$ cat src/design/avr_pkg.sv
// Shared constants for the axis-angle vector rotator.
// Holds the CORDIC arctangent table, the gain and the fixed widths of the
// axis normalization path. No dependencies.
package avr_pkg;

	// arctangent of 2^-i in turn units, 2^32 per full turn
	localparam int ATAN_N = 24;
	localparam logic [31:0] ATAN_TURN [0:ATAN_N-1] = '{
		32'h20000000, 32'h12E4051E, 32'h09FB385B, 32'h051111D4,
		32'h028B0D43, 32'h0145D7E1, 32'h00A2F61E, 32'h00517C55,
		32'h0028BE53, 32'h00145F2F, 32'h000A2F98, 32'h000517CC,
		32'h00028BE6, 32'h000145F3, 32'h0000A2FA, 32'h0000517D,
		32'h000028BE, 32'h0000145F, 32'h00000A30, 32'h00000518,
		32'h0000028C, 32'h00000146, 32'h000000A3, 32'h00000051
	};

	// inverse CORDIC gain (1/K, about 0.6073), Q0.32
	localparam logic [31:0] CORDIC_GAIN_Q32 = 32'h9B74EDA8;

	// phase accumulator width inside the rotator
	localparam int PHASE_W = 32;

	// axis magnitudes are block-shifted so the largest has its msb at bit 29
	localparam int NORM_W = 30;
	// sum of three squares of NORM_W-bit values
	localparam int SQ_W = 62;
	// one root bit per cell
	localparam int SQRT_STEPS = 31;
	// axis length width
	localparam int LEN_W = 31;

endpackage

$ cat src/design/avr_cordic_cell.sv
// One CORDIC rotation cell: a fixed shift and one arctangent constant.
// Uses avr_pkg for the arctangent table.
module avr_cordic_cell #(
	parameter int XY_W = 31,
	parameter int STEP = 0
) (
	input  logic                                clk,
	input  logic                                en,
	input  logic signed [XY_W-1:0]              x_in,
	input  logic signed [XY_W-1:0]              y_in,
	input  logic signed [avr_pkg::PHASE_W-1:0]  z_in,
	output logic signed [XY_W-1:0]              x_out,
	output logic signed [XY_W-1:0]              y_out,
	output logic signed [avr_pkg::PHASE_W-1:0]  z_out
);

	localparam logic signed [avr_pkg::PHASE_W-1:0] ATAN =
		signed'(avr_pkg::ATAN_TURN[STEP]);

	logic signed [XY_W-1:0] dx;
	logic signed [XY_W-1:0] dy;
	logic                   fwd;

	assign dx  = y_in >>> STEP;
	assign dy  = x_in >>> STEP;
	assign fwd = !z_in[avr_pkg::PHASE_W-1];

	always_ff @(posedge clk) begin
		if (en) begin
			x_out <= fwd ? x_in - dx : x_in + dx;
			y_out <= fwd ? y_in + dy : y_in - dy;
			z_out <= fwd ? z_in - ATAN : z_in + ATAN;
		end
	end

endmodule

$ cat config.mk
export PLATFORM = sky130hd
export DESIGN_NAME = avr_cordic_cell
export DESIGN_NICKNAME = d
export VERILOG_FILES = /design/src/design/avr_pkg.sv /design/src/design/avr_cordic_cell.sv
export SDC_FILE = /design/constraint.sdc
export NUM_CORES = 1
export LEC_CHECK = 0
export BUFFER_PORTS_ARGS = -buffer_cell sky130_fd_sc_hd__buf_4
export CORE_ASPECT_RATIO = 2
export CORE_MARGIN = 3
export CORE_UTILIZATION = 56
export CTS_CLUSTER_SIZE = 28
export DETAILED_ROUTE_END_ITERATION = 7
export GPL_TIMING_DRIVEN = 0
export PLACE_DENSITY_LB_ADDON = 0.25
export SLEW_MARGIN = 20
export SYNTH_ARGS = -nofsm -noshare
export SYNTH_HDL_FRONTEND = slang
export SYNTH_SLANG_ARGS = --single-unit
$ cat constraint.sdc
create_clock -name clk -period 4.55 [get_ports clk]
set_clock_uncertainty 0.1 [all_clocks]
set_input_delay 0.91 -clock clk [delete_from_list [all_inputs] [get_ports clk]]
set_output_delay 0.91 -clock clk [all_outputs]
set_load 0.01 [all_outputs]
==> run metrics <==
fin nets 1318; worst hold slack 0.632 ns; switching share of power 34.8%; vias in the first global route 8248; Clock transition at path regs 0.07 ns; #FFs+latches synth 93; Worst Path Max Fanout 3; number of diodes 0; Max-slew headroom 22.7%; time the worst path needs with I/O delays and setup 4.25 ns; Final Setup Violations 0; count of input and output buffers 189; WL/cell 22.5 um; CP startpoint kind input port; syn nets 1118; post-CTS setup buffer count 0; outcome finished clean; worst vdd ir 196 uV; Syn. warnings 0; static leakage 4.47 nW; Internal 2.02 mW; Pre-antenna DRT Iters 7; Worst-Margin Slew 1.15 ns; FFs w/ async S/R, synth 0%; CTS buffer count 9; via count 8221; clk buf depth 2; Starting Density 57.2%; CTS tree built; Met3 Wirelength 1990 um; final core area utilization 70.8%; Post-synth EDFFs 93; Post-Syn Instances 920; DP HPWL 23400 um; Synth Area per Inst 8.92 um2; post-route clock period utilization 93.4%; # resized after CTS 0; vias per inst 6.24; Switch Pwr 1.08 mW; count of cell types in the netlist 71; CP required 4.55 ns; met1 wire length 8790 um; DRC 0; CTS Hold Bufs 0; gr ovfl total 0; Die W 91.6 um; WP data arrival 4.25 ns; Final Hold Viols 0; total power 3.09 mW; sequential area share after synthesis 34.0%; # rows 62; H-tree levels 3; unrepaired setup endpoints after global routing no; HP Class input port to flip-flop; fmax 0.235 GHz; met2 WL 15800 um; area delta synth->final 23.8%; die height 177 um; # clock sinks 93; DRT iter0 DRCs 664; GP Congestion 1.04; Pwr per Cell Area 304 nW/um2; class of the most critical setup path input port to flip-flop; layout cell share with drive strength beyond 1 21.2%; mapped cell area 8210 um2; Ports 190; Pins Over Slew Limit 0; Die Area 16200 um2; top sig layer met4; final wirelength 29600 um; overall fraction of global-route tracks in use 35.4%; largest net degree at the start of global routing 94; Max Cap Viol 0; Most used DFF post-synth edfxtp_1; kind of end point of the critical path flip-flop; clock power share 24.4%; power share of the combinational group 38.8%; Layout fillers 1176; register share of total power 36.9%; setup TNS 0 ns; Root Buffer clkbuf_16; Post-DRT Antenna Nets 0; antenna violations before repair 0; core region area 14400 um2; first-pass GRT wire length 43500 um
-- cell families after synthesis --
logic type	Yosys count	share of synthesized area (%)
compound gates	304	23.6
xor+xnor	59	6.30
fa+ha+maj	102	15.9
buf+inv	137	6.54
flops	93	34.0
mux	11	1.36
simple gates	214	12.3
-- cell usage in the layout, fill, tap and decap left out, types with 14 or more instances in the layout --
master,count
buf_4,189
nor2_1,80
clkbuf_1,24
nor2b_1,14
o21ai_0,53
nand2_1,38
edfxtp_1,93
buf_2,15
xnor2_1,54
a21oi_1,109
inv_1,89
o21bai_1,23
ha_1,98
nor3_1,19
nand3_1,22
-- registers in the layout, indices dropped and copies added, names as in the netlist --
signal / count
x_out: 31
z_out: 32
y_out: 30
-- cells in the mapped netlist (13+ instances only) --
master    number  area, um2
ha_1          98       1230
nor2_1        80        300
inv_1         89        334
a21o_1        13       97.6
nor2b_1       14       87.6
o211ai_1      13       97.6
edfxtp_1      93       2790
o21bai_1      23        173
nor3_1        19       95.1
buf_2         15       75.1
xnor2_1       54        473
a21oi_1      109        546
nand2_1       38        143
o21ai_0       53        265
o21a_1        13       97.6
clkbuf_1      23       86.3
nand3_1       22        110
-- power groups by stage --
| stage | logic, mW | registers, mW | clock network [mW] |
|---|---|---|---|
| after floorplan | 0.588 | 1.22 | 0 |
| after global placement | 1.15 | 1.15 | 0 |
| after detailed placement | 1.17 | 1.16 | 0 |
| after CTS | 1.17 | 1.14 | 0.761 |
| after global routing | 1.27 | 1.15 | 0.785 |
| final | 1.20 | 1.14 | 0.753 |
-- stage by stage --
step,cells,cell area [um2],setup slack (ns)
2_1_floorplan,920,8210,1.12
3_3_place_gp,1301,9870,0.106
3_5_place_dp,1301,9870,0.0738
4_1_cts,1317,10200,0.439
5_1_grt,1317,10200,0.274
6_report,1317,10200,0.300
-- metal layers --
metal / vias to the layer above / GRT usage (%)
li1: 3700 / -
met1: 3805 / 30.6
met2: 515 / 67.3
met3: 201 / 5.66
met4: 0 / 31.7
met5: - / 0
-- worst paths after layout --
kind  startpoint             endpoint  slack [ns]  depth (start not counted)
min     z_in[25]  z_out[25]$_DFFE_PP_        0.63                          1
max      x_in[0]  x_out[30]$_DFFE_PP_        0.30                         13
-- cell type report --
cell class,instances,area (um2),share of cell area (%)
plain buffers,42,180,1.77
clock buffers,10,229,2.25
clock inverters,6,61.3,0.603
inverters,95,357,3.51
multi-input cells,690,4880,48.0
flip-flops and latches,93,2790,27.5
well taps,192,240,2.36
repair buffers,189,1420,14.0
-- worst max-delay path, cell delays in order --
cell and delay (ns):
buf_4 0.09, inv_1 0.04, ha_1 0.22, fa_1 0.43
nor2b_1 0.18, o31ai_1 0.11, a221oi_1 0.74, o21ai_1 0.36
o211ai_1 0.37, a21oi_1 0.16, o311ai_1 0.33, o31a_1 0.22
xnor2_1 0.08
No activity file was read; power rests on OpenSTA's default activity.
