**src/design/avr_pkg.sv**
```systemverilog
// Shared constants for the axis-angle vector rotator.
// Holds the CORDIC arctangent table, the gain and the fixed widths of the
// axis normalization path. No dependencies.
package avr_pkg;

	// arctangent of 2^-i in turn units, 2^32 per full turn
	localparam int ATAN_N = 24;
	localparam logic [31:0] ATAN_TURN [0:ATAN_N-1] = '{
		32'h20000000, 32'h12E4051E, 32'h09FB385B, 32'h051111D4,
		32'h028B0D43, 32'h0145D7E1, 32'h00A2F61E, 32'h00517C55,
		32'h0028BE53, 32'h00145F2F, 32'h000A2F98, 32'h000517CC,
		32'h00028BE6, 32'h000145F3, 32'h0000A2FA, 32'h0000517D,
		32'h000028BE, 32'h0000145F, 32'h00000A30, 32'h00000518,
		32'h0000028C, 32'h00000146, 32'h000000A3, 32'h00000051
	};

	// inverse CORDIC gain (1/K, about 0.6073), Q0.32
	localparam logic [31:0] CORDIC_GAIN_Q32 = 32'h9B74EDA8;

	// phase accumulator width inside the rotator
	localparam int PHASE_W = 32;

	// axis magnitudes are block-shifted so the largest has its msb at bit 29
	localparam int NORM_W = 30;
	// sum of three squares of NORM_W-bit values
	localparam int SQ_W = 62;
	// one root bit per cell
	localparam int SQRT_STEPS = 31;
	// axis length width
	localparam int LEN_W = 31;

endpackage

```
**src/design/avr_sqrt_cell.sv**
```systemverilog
// One cell of the integer square root chain: settles one root bit.
// Uses avr_pkg for the word widths.
module avr_sqrt_cell #(
	parameter int STEP = 0
) (
	input  logic                      clk,
	input  logic                      en,
	input  logic [avr_pkg::SQ_W-1:0]  rem_in,
	input  logic [avr_pkg::SQ_W-1:0]  root_in,
	output logic [avr_pkg::SQ_W-1:0]  rem_out,
	output logic [avr_pkg::SQ_W-1:0]  root_out
);

	localparam logic [avr_pkg::SQ_W-1:0] BIT_VAL =
		avr_pkg::SQ_W'(1) << (2 * (avr_pkg::SQRT_STEPS - 1 - STEP));

	logic [avr_pkg::SQ_W-1:0] trial;
	logic                     ge;

	assign trial = root_in + BIT_VAL;
	assign ge    = rem_in >= trial;

	always_ff @(posedge clk) begin
		if (en) begin
			rem_out  <= ge ? rem_in - trial : rem_in;
			root_out <= ge ? (root_in >> 1) + BIT_VAL : root_in >> 1;
		end
	end

endmodule

```
**config.mk**
```make
export PLATFORM = sky130hd
export DESIGN_NAME = avr_sqrt_cell
export DESIGN_NICKNAME = d
export VERILOG_FILES = /design/src/design/avr_pkg.sv /design/src/design/avr_sqrt_cell.sv
export SDC_FILE = /design/constraint.sdc
export NUM_CORES = 1
export LEC_CHECK = 0
export BUFFER_PORTS_ARGS = -buffer_cell sky130_fd_sc_hd__buf_2
export CORE_MARGIN = 2
export CORE_UTILIZATION = 48
export CTS_BUF_LIST = sky130_fd_sc_hd__clkbuf_4 sky130_fd_sc_hd__clkbuf_8 sky130_fd_sc_hd__clkbuf_16
export DETAILED_ROUTE_END_ITERATION = 10
export GPL_ROUTABILITY_DRIVEN = 0
export PLACE_DENSITY = 0.79
export SYNTH_ARGS = -nofsm -noshare
export SYNTH_HDL_FRONTEND = slang
export SYNTH_SLANG_ARGS = --single-unit
```
**constraint.sdc**
```tcl
create_clock -name clk -period 3.3 [get_ports clk]
set_input_delay 0.33 -clock clk [delete_from_list [all_inputs] [get_ports clk]]
set_output_delay 0.33 -clock clk [all_outputs]
set_load 0.05 [all_outputs]
```
==> reports/metrics.cfg, run 1 <==
[clocking]
cts-root-buf=clkbuf_16
cts-hold-fix-buffers=0
post_cts_resized=0
clkTransAtPathRegs_ns=0.06
cts_sinks=124
htreeDepth=4
numCtsBuffers=17
cts_tree=done
postCtsSetupBuffers=0
cts_buffer_depth=2

[floorplan]
start_util=0.490
dieArea_sq_um=18700
fp.coreArea_sq_um=17200
ioPinCount=250
fp-row-count=48
die_width_um=137
die_y_um=137

[sta]
min_period_over_period=0.900
fin_crit_ns=2.97
tightest_slew_ns=0.595
setup_viol=0
clock.fmax_mhz=337
rsz0062_at_grt=no
setup_ws_ns=0.330
relSlewSlack=0.603
final_hold_viol_count=0
drv_slew=0
hold_slack_ns=0.0887

[synthesis]
synth-main-ff-cell=edfxtp_1
yosysMostFrequentCell=edfxtp_1
yosys-top-cells-area=edfxtp_1 44%, ha_1 9.2%, a21oi_1 6.9%
avgSynthCellArea_sq_um=9.61
syn-cell-area_sq_um=8450
synth_top_area_cell=edfxtp_1
async_reset_ff_frac=0
ys_seq_area_frac=0.441
yosys_warnings=0
synth_edf_count=124
synth_top_cell_area_share=0.441
synth_cell_types=69
ys_ff_latch=124
syn_nets=1068
syn_inst=879
synth_commonest_cells=124 x edfxtp_1, 117 x a21oi_1, 83 x inv_1, 72 x nor2_1

[worst_setup_path]
critPathKind=input pin to flop
cp_slowest_cell=ha_1
crit_path_frequent_cell=buf_4
crit_path_end_kind=flop
worstSetupStartpointType=input pin
arrival_ns=3.23
cp_max_fo=6
required_ns=3.56
path_cells=buf_2, inv_1, ha_1, nand2_1, nor4_1, buf_4, nand3_1, nor3_1, a311oi_1, buf_4, a21o_1, buf_4, a21oi_2, a21oi_1, o211a_1, a311oi_2
slowest_delay_ns=0.37

[place]
dpl_cell_area_sq_um=10300
pre_cts_ws_ns=-0.107
portBuffers=249
dp_hpwl_um=18400

[final_layout]
area_growth_pct=29.1
nets=1364
final_core_util=0.633
stdcell_area_sq_um=10900
layout-drive-gt1-share=0.303

[global_route]
grt_pass1_wl_um=36800
antenna_found_initial=1
overflow=0
grt_max_degree=64
grt_pass1_vias=7507
grt_util_all_layers=0.252

[detailed_routing]
vias_per_cell=5.55
first_pass_iters=6
avgRoutedWirePerCell_um=16.8
ant_nets=0
routed-via-count=7848
drt-initial-drc-count=772
routed_wl_um=23800
post-route-drc-count=0

[outcome]
outcome=complete, no violations

[min_path]
hp-class=input pin to flop

[power]
leakage_nw=5.09
irDropWorstVdd_mv=0.365
powerDensity_nw_per_um2=554

[run]
cap_viol_max_count=0

## registers in the layout, indices dropped and copies added, names as in the netlist
register and cells:
rem_out 62, root_out 62
## report_power, final
part	total [W]	switching (W)	internal, W
Combinational	0.00215	0.00146	0.000683
Sequential	0.00201	0.0000460	0.00197
Clock	0.00189	0.000687	0.00120
Total	0.00605	0.00220	0.00385
## per-layer routing
layer	up-vias	GRT usage	wire, um	share of wire
met5	-	0	0	0
li1	3822	-	-	-
met3	38	0.0504	1810	0.076
met1	3634	0.334	10400	0.44
met4	0	0.0810	396	0.017
met2	354	0.413	11200	0.47
## critical path: cells and delay by family
| kind | cells | cell delay (ns) |
|---|---|---|
| compound gates | 6 | 1.21 |
| simple gates | 4 | 0.69 |
| buf+inv | 5 | 0.62 |
| fa+ha+maj | 1 | 0.37 |
## layout by cell type, fill, tap and decap left out, drive strengths merged, types with 31 or more instances in the layout
cell    instances
nor2           73
o21ai          48
edfxtp        124
nand2          63
a21o           43
inv            83
buf           313
a21oi         120
xnor2          31
ha             62
## logic make-up after synthesis
group,after synthesis,synth area share
compound gates,287,0.214
simple gates,225,0.127
flops,124,0.441
buf+inv,119,0.0597
fa+ha+maj,63,0.0942
xor+xnor,55,0.0570
mux,6,0.00814
## per-stage QoR
stage / power [W] / TNS, ns / cells
after floorplan: 0.00355 / 0 / 879
after global placement: 0.00413 / -0.0815 / 1381
after detailed placement: 0.00416 / -0.392 / 1381
after CTS: 0.00604 / 0 / 1413
after global routing: 0.00629 / 0 / 1414
final: 0.00605 / 0 / 1414
## path summary, 6_finish.rpt
kind  slack [ns]   startpoint           end  depth (start not counted)
min         0.09  root_in[56]  root_out[55]                          1
max         0.33  root_in[33]   rem_out[59]                         16
## cell type report
class / instances / area [sq um]
clock buffers: 21 / 455
inverters: 83 / 312
flip-flops and latches: 124 / 3720
multi-input cells: 636 / 4230
repair buffers: 313 / 1780
well taps: 225 / 282
fillers: 1401 / 6330
clock inverters: 11 / 125
diodes: 1 / 2.50
Power figures use the tool's default switching activity.
==> inputs of run 2 (changes only) <==
--- a/config.mk
+++ b/config.mk
@@ -8,4 +8,5 @@
 export BUFFER_PORTS_ARGS = -buffer_cell sky130_fd_sc_hd__buf_2
-export CORE_MARGIN = 2
-export CORE_UTILIZATION = 48
+export CELL_PAD_IN_SITES_DETAIL_PLACEMENT = 0
+export CELL_PAD_IN_SITES_GLOBAL_PLACEMENT = 1
+export CORE_UTILIZATION = 36
 export CTS_BUF_LIST = sky130_fd_sc_hd__clkbuf_4 sky130_fd_sc_hd__clkbuf_8 sky130_fd_sc_hd__clkbuf_16
==> constraint.sdc (replaced) <==
create_clock -name clk -period 3.3 [get_ports clk]
set_input_delay 0 -clock clk [delete_from_list [all_inputs] [get_ports clk]]
set_output_delay 0 -clock clk [all_outputs]
set_load 0.05 [all_outputs]
==> reports/metrics.cfg, run 2 (synthesis results as in run 1) <==
[clocking]
cts_tree=done
cts_sinks=124  ; unchanged
cts_buffer_depth=2  ; unchanged
clkTransAtPathRegs_ns=0.06  ; about the same
cts-root-buf=clkbuf_16
numCtsBuffers=17  ; unchanged
htreeDepth=4  ; unchanged

[worst_setup_path]
crit_path_frequent_cell=o211ai_1
crit_path_end_kind=flop
critPathKind=input pin to flop
arrival_ns=3.31  ; +0.08 ns
required_ns=3.48  ; -0.08 ns
crit_family=compound AO/OA/AOI/OAI gates
path_cells=dlygate4sd3_1, buf_2, inv_1, ha_1, o211ai_1, a21oi_1, o32a_1, a311oi_4, o2111a_1, o211ai_1, a32oi_1, buf_4, o211ai_1, mux2i_1, o21ai_0
slowest_delay_ns=0.52  ; +0.15 ns
cp_slowest_cell=dlygate4sd3_1
worstSetupStartpointType=input pin
crit_buf_inv=4  ; -1
cp_max_fo=5  ; -1

[final_layout]
fillers=2159  ; +54%
final_common_cell=buf_2
stdcell_area_sq_um=12000  ; +9.9%
layout-drive-gt1-share=0.267  ; -0.0362
n_antenna_cell=0  ; -1
largestRegisters=rem_out x62, root_out x62
final_cell_mix=248 x buf_2, 124 x edfxtp_1, 119 x dlygate4sd3_1
nets=1450  ; +6.3%
layoutNonFillerInstCount=1587  ; +12%
area_growth_pct=41.8

[floorplan]
ioPinCount=250  ; unchanged
fp-row-count=55  ; +15%
dieArea_sq_um=24100  ; +29%
die_y_um=155  ; +14%
start_util=0.370  ; -0.120
fp.coreArea_sq_um=22800  ; +33%
die_width_um=155  ; +14%

[min_path]
min-delay-start=rem_in[29]
hold_depth=3  ; +2
hp-class=input pin to flop
min_to=rem_out[29]

[place]
dpl_cell_area_sq_um=10200  ; -1.6%
place_inst=1435  ; +3.9%
portBuffers=249  ; unchanged
dp_hpwl_um=19400  ; +5.7%
pre_cts_ws_ns=0.117  ; +0.224 ns

[sta]
setup_viol=0  ; unchanged
hold_slack_ns=0.00682  ; -0.0819 ns
tightest_slew_ns=0.587  ; -0.00858 ns
relSlewSlack=0.609  ; +0.00572
clock.fmax_mhz=319  ; -5.2%
final_hold_viol_count=0  ; unchanged
min_period_over_period=0.950  ; +0.0498
setup_tns_ns=0  ; unchanged
fin_crit_ns=3.13  ; +0.165 ns
setup_ws_ns=0.165  ; -0.165 ns
drv_slew=0  ; unchanged

[detailed_routing]
routed_wl_um=25900  ; +9.0%
vias_per_cell=5.07  ; -8.6%
first_pass_iters=5  ; -1
post-route-drc-count=0  ; unchanged
ant_nets=0  ; unchanged
routed-via-count=8054  ; +2.6%
drt-initial-drc-count=447  ; -42%
avgRoutedWirePerCell_um=16.3  ; -2.8%

[power]
irDropWorstVdd_mv=0.304  ; -17%
powerDensity_nw_per_um2=507  ; -8.6%
leakage_nw=5.41  ; +6.4%

[global_route]
antenna_found_initial=0  ; -1
grt_pass1_vias=8109  ; +8.0%
overflow=0  ; unchanged
grt_pass1_wl_um=41000  ; +11%
grt_max_degree=65  ; +1.6%
grt_util_all_layers=0.217  ; -0.0346

[run]
cap_viol_max_count=0  ; unchanged

[outcome]
outcome=complete, no violations

==> run 2: cell count changes in the layout (fill, tap and decap cells not counted), sizes merged <==
cell | previous run | this run
dlygate4sd3 | 0 | 119
clkinvlp | 1 | 3
clkbuf | 21 | 19
buf | 313 | 280
diode | 1 | 0
clkinv | 7 | 8
bufinv | 3 | 2
==> run 2: how the worst max path moves through the flow <==
| stage | endpoint | cells after the start | startpoint |
|---|---|---|---|
| after floorplan | rem_out[48] | 15 | rem_in[0] |
| after global placement | rem_out[31] | 13 | root_in[1] |
| after detailed placement | rem_out[61] | 16 | rem_in[0] |
| after CTS | rem_out[31] | 14 | root_in[2] |
| after global routing | rem_out[33] | 14 | root_in[2] |
| final | rem_out[61] | 15 | root_in[4] |
==> run 2: what timing repair did <==
item / 4_1_cts / 5_1_grt
hold endpoints to repair: 120 / 0
setup endpoints to repair: 0 / 15
setup buffers: 0 / 1
hold buffers: 119 / 0
resized for setup: 0 / 14
==> run 2: power by group <==
| part | internal (W) | total, W | switching (W) |
|---|---|---|---|
| logic | 0.000719 | 0.00221 | 0.00149 |
| clock network | 0.00112 | 0.00185 | 0.000735 |
| registers | 0.00197 | 0.00201 | 0.0000473 |
| total | 0.00380 | 0.00607 | 0.00227 |
==> run 2: through the flow <==
stage,total power [W],util
floorplan,0.00355,-
global placement,0.00410,0.445
detailed placement,0.00411,0.445
CTS,0.00607,0.521
global route,0.00634,0.525
finish,0.00607,0.525
==> run 2: final cells by class <==
type,instances,area (sq um),area share
multi-input cells,636,4290,0.358
clock inverters,13,126,0.0105
repair buffers,399,2700,0.225
clock buffers,19,440,0.0368
flip-flops and latches,124,3720,0.311
well taps,313,392,0.0327
inverters,83,312,0.0260
==> run 2: metal layers <==
metal / vias up / share of wire / global-route usage / wire [um]
li1: 3983 / - / - / -
met1: 3800 / 0.45 / 0.277 / 11700
met2: 237 / 0.48 / 0.371 / 12500
met3: 34 / 0.048 / 0.0382 / 1240
met4: 0 / 0.020 / 0.0728 / 508
met5: - / 0 / 0 / 0
