### config.mk
export PLATFORM = sky130hd
export DESIGN_NAME = avr_div_cell
export DESIGN_NICKNAME = d
export VERILOG_FILES = /design/src/design/avr_pkg.sv /design/src/design/avr_div_cell.sv
export SDC_FILE = /design/constraint.sdc
export NUM_CORES = 1
export LEC_CHECK = 0
export BUFFER_PORTS_ARGS = -buffer_cell sky130_fd_sc_hd__buf_2
export CORE_ASPECT_RATIO = 1.75
export CORE_MARGIN = 2
export CORE_UTILIZATION = 50
export DETAILED_ROUTE_END_ITERATION = 10
export GPL_TIMING_DRIVEN = 0
export PLACE_DENSITY_LB_ADDON = 0.3
export SYNTH_ARGS = -nofsm -noshare
export SYNTH_HDL_FRONTEND = slang
export SYNTH_SLANG_ARGS = --single-unit
export TNS_END_PERCENT = 50
### constraint.sdc
create_clock -name clk -period 7.1 [get_ports clk]
set_input_delay 0.355 -clock clk [delete_from_list [all_inputs] [get_ports clk]]
set_output_delay 0.355 -clock clk [all_outputs]
set_load 0.05 [all_outputs]
### src/design/avr_pkg.sv
// Shared constants for the axis-angle vector rotator.
// Holds the CORDIC arctangent table, the gain and the fixed widths of the
// axis normalization path. No dependencies.
package avr_pkg;

	// arctangent of 2^-i in turn units, 2^32 per full turn
	localparam int ATAN_N = 24;
	localparam logic [31:0] ATAN_TURN [0:ATAN_N-1] = '{
		32'h20000000, 32'h12E4051E, 32'h09FB385B, 32'h051111D4,
		32'h028B0D43, 32'h0145D7E1, 32'h00A2F61E, 32'h00517C55,
		32'h0028BE53, 32'h00145F2F, 32'h000A2F98, 32'h000517CC,
		32'h00028BE6, 32'h000145F3, 32'h0000A2FA, 32'h0000517D,
		32'h000028BE, 32'h0000145F, 32'h00000A30, 32'h00000518,
		32'h0000028C, 32'h00000146, 32'h000000A3, 32'h00000051
	};

	// inverse CORDIC gain (1/K, about 0.6073), Q0.32
	localparam logic [31:0] CORDIC_GAIN_Q32 = 32'h9B74EDA8;

	// phase accumulator width inside the rotator
	localparam int PHASE_W = 32;

	// axis magnitudes are block-shifted so the largest has its msb at bit 29
	localparam int NORM_W = 30;
	// sum of three squares of NORM_W-bit values
	localparam int SQ_W = 62;
	// one root bit per cell
	localparam int SQRT_STEPS = 31;
	// axis length width
	localparam int LEN_W = 31;

endpackage

### src/design/avr_div_cell.sv
// One restoring division cell: shifts in one numerator bit, settles one
// quotient bit. Uses avr_pkg for the divisor width.
module avr_div_cell #(
	parameter int LOW_W = 29
) (
	input  logic                        clk,
	input  logic                        en,
	input  logic [avr_pkg::LEN_W-1:0]   dvs,
	input  logic [avr_pkg::LEN_W-1:0]   rem_in,
	input  logic [LOW_W-1:0]            low_in,
	input  logic [LOW_W-1:0]            quo_in,
	output logic [avr_pkg::LEN_W-1:0]   rem_out,
	output logic [LOW_W-1:0]            low_out,
	output logic [LOW_W-1:0]            quo_out
);

	logic [avr_pkg::LEN_W:0] trial;
	logic [avr_pkg::LEN_W:0] diff;
	logic                    ge;

	assign trial = {rem_in, low_in[LOW_W-1]};
	assign diff  = trial - {1'b0, dvs};
	assign ge    = trial >= {1'b0, dvs};

	// remainder stays below the divisor, so it fits LEN_W bits
	always_ff @(posedge clk) begin
		if (en) begin
			rem_out <= ge ? diff[avr_pkg::LEN_W-1:0] : trial[avr_pkg::LEN_W-1:0];
			low_out <= low_in << 1;
			quo_out <= {quo_in[LOW_W-2:0], ge};
		end
	end

endmodule

==> results.txt, run 1 <==
global route total overflow -> 0
status -> finished, final reports clean
Async SR Flop Fraction -> 0%
VDD IR max -> 0.0001262 V
# hold bufs at CTS -> 0
Arr. time, crit path -> 2.89 ns
vias in the first global route -> 4026
# fillers -> 740
post-route setup TNS -> 0 ns
wire per inst -> 15.92 um
Vias -> 3955
starting density of the core -> 50.62%
CTS Buffer Depth -> 2
share of cells above drive strength 1 -> 39.66%
Tot Pwr -> 1647 uW
clk sinks -> 88
pwr dens -> 264.1 nW/um2
Area contributors post-synth -> edfxtp_1 56%, ha_1 8.2%, a21oi_1 3.4%
DP Area -> 5957 um2
yosys synthesis warning count -> 0
DR iter-0 viols -> 166
Clock Pin Slew Worst Setup and Hold Paths -> 0.06 ns
H-tree levels -> 3
unrepaired setup endpoints after global routing -> no
Max Freq -> 357.1 MHz
vias per cell -> 5.204
Pins Over Slew Limit -> 0
Fin. Hold Viols -> 0
P&R area growth vs syn -> 31.75%
area leader, netlist -> edfxtp_1
commonest cells in the netlist -> 88 x edfxtp_1, 40 x inv_1, 36 x nor2_1
Post-synth EDFFs -> 88
max-cap check violation count -> 0
GP Congestion -> 0.9193
Worst Setup SP -> low_in[28]
post-layout util -> 66.69%
Post-Syn Instances -> 413
Hold Crit Start -> quo_in[18]
Cell Area, Synth -> 4733 um2
core area -> 9350 um2
critical path peak fanout -> 5
final WL -> 12100 um
die footprint -> 10290 um2
cell count after placement -> 744
Die W -> 77.55 um
Crit Path Class -> input port to register
syn nets -> 567
initial antenna violation count -> 0
site row count -> 47
cts bufs inserted -> 9
leakage power total -> 0.002856 uW
Post-CTS Setup Inserts -> 0
number of library cell types mapped by synthesis -> 57
Tcrit/Tclk final -> 39.44%
cell at the root of the clock tree -> clkbuf_16
hpwl dp -> 9864 um
post-cts sizing count -> 0
die height -> 132.7 um
Seq/Total Area, Yosys -> 55.83%
antenna cells -> 0
Layout Cells excl Fill -> 760
# IOs -> 211
CTS tree -> built
CP Capture Type -> register
most frequent cell after synthesis -> edfxtp_1
largest net degree at the start of global routing -> 56
Final Net Count -> 787
gr usage total -> 23.96%
worst hold path type -> input port to register
Final Cell Area -> 6236 um2
Tmin final -> 2.801 ns
Post-DRT Antenna Nets -> 0
first-pass GRT wire length -> 18950 um
DRC Markers -> 0
ys flop type -> edfxtp_1
register bit total from synthesis -> 88
drt first pass iters -> 4
top-area cell type share of the netlist area -> 55.83%
Setup Viol. Count Final -> 0
Worst EP required -> 7.19 ns
Startpoint Class -> input port
PortBufs -> 208
Syn Area/Cell -> 11.46 um2
==> sequential cells by signal, summed over array words and instances, names as in the netlist <==
register / flops
rem_out: 31
quo_out: 29
low_out: 28
==> worst max-delay path, stage by stage <==
cell and delay (ns):
buf_2 0.09, inv_1 0.04, ha_1 0.20, fa_1 0.40, nor2b_1 0.22, o31a_1 0.27
o21bai_4 0.09, a21oi_4 0.18, a31oi_2 0.20, o311ai_0 0.51, and4_1 0.28, nor3_2 0.05
==> power breakdown <==
| group | internal [uW] | total, uW | leakage [uW] | switching, uW |
|---|---|---|---|---|
| clock | 239 | 433 | 0.000130 | 194 |
| sequential | 645 | 658 | 0.000861 | 13.0 |
| combinational | 157 | 555 | 0.00187 | 398 |
| total | 1040 | 1650 | 0.00286 | 605 |
==> layer usage <==
| metal | global-route usage [%] | vias up | wire length [um] |
|---|---|---|---|
| met3 | 5.593 | 27 | 777 |
| met4 | 10.91 | 0 | 388 |
| li1 | - | 1954 | - |
| met5 | 0 | - | 0 |
| met1 | 24.67 | 1789 | 4323 |
| met2 | 44.88 | 185 | 6609 |
==> final timing paths <==
path                     endpoint  slack [ns]  cells after the start
worst min-delay path  quo_out[19]        0.19                      1
worst max-delay path  rem_out[22]        4.30                     12
==> final cells by class <==
| class | instances | area, um2 | area share, % |
|---|---|---|---|
| Tap cell | 122 | 152.6 | 2.448 |
| Multi-Input combinational cell | 275 | 1878 | 30.12 |
| Timing Repair Buffer | 209 | 1071 | 17.18 |
| Clock buffer | 9 | 225.2 | 3.612 |
| Buffer | 9 | 58.81 | 0.9430 |
| Inverter | 41 | 153.9 | 2.468 |
| Sequential cell | 88 | 2643 | 42.38 |
| Clock inverter | 7 | 53.80 | 0.8628 |
==> cells in the final DEF (no fill, tap or decap), types with 8 or more instances in the layout <==
cell type	Yosys	final
nor2_1	36	36
xnor2_1	9	9
buf_2	5	212
clkbuf_16	0	9
nand2_1	34	34
edfxtp_1	88	88
inv_1	40	40
a21oi_1	32	32
a21oi_2	9	9
xor2_1	14	14
o21ai_0	22	22
a21o_1	8	8
ha_1	31	31
==> stage by stage <==
step | hold WS, ns | worst slack (ns)
after floorplan | 0.4539 | 4.496
after global placement | 0.5313 | 4.048
after detailed placement | 0.5333 | 4.050
after CTS | 0.1804 | 4.401
after global routing | 0.1730 | 4.241
final | 0.1915 | 4.299
==> cell families after synthesis <==
group / share of synthesized area [%]
other cells: 0.07923
fa+ha+maj: 8.617
xor+xnor: 4.256
compound gates: 16.50
buf+inv: 4.493
flops: 55.83
simple gates: 10.23
Note: power is estimated with default switching activity, not from simulation.
==> run 2, diff against run 1 <==
--- a/config.mk
+++ b/config.mk
@@ -8,7 +8,7 @@
 export BUFFER_PORTS_ARGS = -buffer_cell sky130_fd_sc_hd__buf_2
 export CORE_ASPECT_RATIO = 1.75
 export CORE_MARGIN = 2
-export CORE_UTILIZATION = 50
+export CORE_UTILIZATION = 43
 export DETAILED_ROUTE_END_ITERATION = 10
 export GPL_TIMING_DRIVEN = 0
 export PLACE_DENSITY_LB_ADDON = 0.3
==> constraint.sdc (replaced) <==
create_clock -name clk -period 2.48 [get_ports clk]
set_input_delay 0.124 -clock clk [delete_from_list [all_inputs] [get_ports clk]]
set_output_delay 0.124 -clock clk [all_outputs]
set_load 0.05 [all_outputs]
==> run 2 against run 1 <==
Count of clock-buffer cells in the layout is the same; die area is 16% higher; sequential power grew to 2.9 times the previous value; setup slack worse by 4.2 ns; final cell count up 8.7%; critical endpoint is now rem_out[6]; highest routed layer unchanged.
==> results.txt, run 2 (synthesis results as in run 1) <==
clk sinks -> 88 (unchanged)
Largest Register -> rem_out
CTS tree -> built
Vias -> 4342 (+9.8%)
Setup Viol. Count Final -> 0 (unchanged)
drt first pass iters -> 4 (unchanged)
Die W -> 83.31 um (+7.4%)
first-pass GRT wire length -> 22700 um (+20%)
leakage power total -> 0.003140 uW (+9.9%)
most frequent cells in the layout -> 212 x buf_2, 88 x edfxtp_1, 56 x dlygate4sd3_1
starting density of the core -> 44.25% (-6.4 points)
post-layout util -> 64.84% (-1.9 points)
P&R area growth vs syn -> 46.55%
DR iter-0 viols -> 250 (+51%)
max reg flops -> 31 (unchanged)
Post-DRT Antenna Nets -> 0 (unchanged)
Hold Crit Start -> rem_in[26]
# fillers -> 814 (+10%)
hpwl dp -> 10340 um (+4.8%)
cell at the root of the clock tree -> clkbuf_16
PortBufs -> 208 (unchanged)
hold-critical path depth -> 3 (+2)
Fin. Hold Viols -> 0 (unchanged)
Final Cell Area -> 6937 um2 (+11%)
Placement Setup Slack -> -0.3882 ns (-4.438 ns)
GP Congestion -> 0.8824 (-4.0%)
VDD IR max -> 0.0005180 V (+310%)
Clock Pin Slew Worst Setup and Hold Paths -> 0.07 ns (about the same)
antenna cells -> 0 (unchanged)
Hold EP -> rem_out[27]
unrepaired setup endpoints after global routing -> no
crit-path cells -> buf_2 > inv_1 > ha_1 > fa_1 > nor2b_2 > o31a_1 > o21bai_4 > a21oi_4 > a21o_4 > o21ai_4 > inv_2 > buf_6 > buf_8 > a21oi_2
CTS Buffer Depth -> 2 (unchanged)
Startpoint Class -> input port
Pins Over Slew Limit -> 0 (unchanged)
CP Capture Type -> register
Max Freq -> 428.7 MHz
vias per cell -> 5.257 (+1.0%)
Layout Cells excl Fill -> 826 (+8.7%)
pwr dens -> 734.3 nW/um2 (+180%)
die footprint -> 11900 um2 (+16%)
Crit Path Class -> input port to register
final WL -> 14840 um (+23%)
DRC Markers -> 0 (unchanged)
commonest non-fill, non-tap cell in the layout -> buf_2
Final Net Count -> 845 (+7.4%)
critical path peak fanout -> 10 (+5)
site row count -> 50 (+6.4%)
Worst EP required -> 2.56 ns (-4.63 ns)
worst hold path type -> input port to register
max-cap check violation count -> 0 (unchanged)
initial antenna violation count -> 0 (unchanged)
H-tree levels -> 3 (unchanged)
leading registers by flop count -> rem_out x31, quo_out x29, low_out x28
Slowest Stage Delay on Critical Path -> 0.42 ns (-0.09 ns)
vias in the first global route -> 4559 (+13%)
largest net degree at the start of global routing -> 74 (+32%)
DP Area -> 5967 um2 (+0.17%)
gr usage total -> 24.54% (+0.58 points)
cell count after placement -> 752 (+1.1%)
status -> finished, final reports clean
die height -> 142.8 um (+7.6%)
post-route setup TNS -> 0 ns (unchanged)
Arr. time, crit path -> 2.41 ns (-0.48 ns)
global route total overflow -> 0 (unchanged)
cts bufs inserted -> 9 (unchanged)
share of cells above drive strength 1 -> 38.07% (-1.6 points)
wire per inst -> 17.96 um (+13%)
Worst path slowest cell -> fa_1
fin worst setup slack -> 0.1473 ns (-4.152 ns)
core area -> 10700 um2 (+14%)
# IOs -> 211 (unchanged)
Tmin final -> 2.333 ns
Tcrit/Tclk final -> 94.06%
[run 2: changes by cell type in the layout (fill, tap and decap cells not counted), moves of 2 or more]
cell / before / now
dlygate4sd3_1: 0 / 56
a21oi_1: 32 / 30
buf_4: 2 / 4
bufinv_16: 0 / 2
clkinvlp_4: 2 / 0
ha_1: 31 / 29
ha_2: 0 / 2
o311ai_2: 0 / 2
[run 2: how the worst max path moves through the flow]
stage             endpoint  depth (start not counted)  slack (ns)  startpoint
2_1_floorplan  rem_out[22]                         11        0.11  low_in[28]
3_3_place_gp   rem_out[22]                         12       -0.35  low_in[28]
3_5_place_dp   rem_out[22]                         12       -0.39  low_in[28]
4_1_cts        rem_out[18]                         13        0.04     dvs[20]
5_1_grt         rem_out[5]                         13        0.01  low_in[28]
6_report        rem_out[6]                         14        0.15  low_in[28]
[run 2: layer usage]
metal / wire length [um] / global-route usage (%)
met5: 0 / 0
met2: 8274 / 46.99
met3: 1002 / 4.566
met1: 4963 / 24.63
met4: 597 / 13.37
[run 2: worst max-delay path: cells and delay by family]
kind | cells | cell delay (ns)
AO/OA/AOI/OAI | 6 | 0.91
adder cells (fa/ha/maj) | 2 | 0.62
buffers and inverters | 5 | 0.60
AND/OR/NAND/NOR | 1 | 0.15
[run 2: per-stage QoR]
step | power [uW] | hold slack (ns)
floorplan | 3062 | 0.2229
global placement | 3475 | 0.3006
detailed placement | 3511 | 0.3028
CTS | 5071 | 0.07555
global route | 5288 | 0.08954
finish | 5094 | 0.08531
[run 2: area by class of cell]
class / count / area (um2) / area share [%]
Buffer: 9 / 62.56 / 0.9019
Tap cell: 130 / 162.7 / 2.345
Clock buffer: 9 / 225.2 / 3.247
Multi-Input combinational cell: 275 / 1941 / 27.98
Clock inverter: 7 / 102.6 / 1.479
Inverter: 41 / 153.9 / 2.219
Sequential cell: 88 / 2643 / 38.10
Timing Repair Buffer: 267 / 1647 / 23.74
[run 2: power by group]
group	leakage (uW)	total, uW	internal [uW]	switching (uW)
logic	0.00212	1710	525	1180
clock network	0.000162	1490	897	593
registers	0.000861	1890	1850	46.0
total	0.00314	5090	3270	1820
[run 2: repair_timing]
item	CTS	global route
setup buffers	0	2
hold buffers	56	0
hold endpoints to repair	56	0
pin swaps	0	4
resized for setup	1	13
endpoints found under the setup margin	1	31
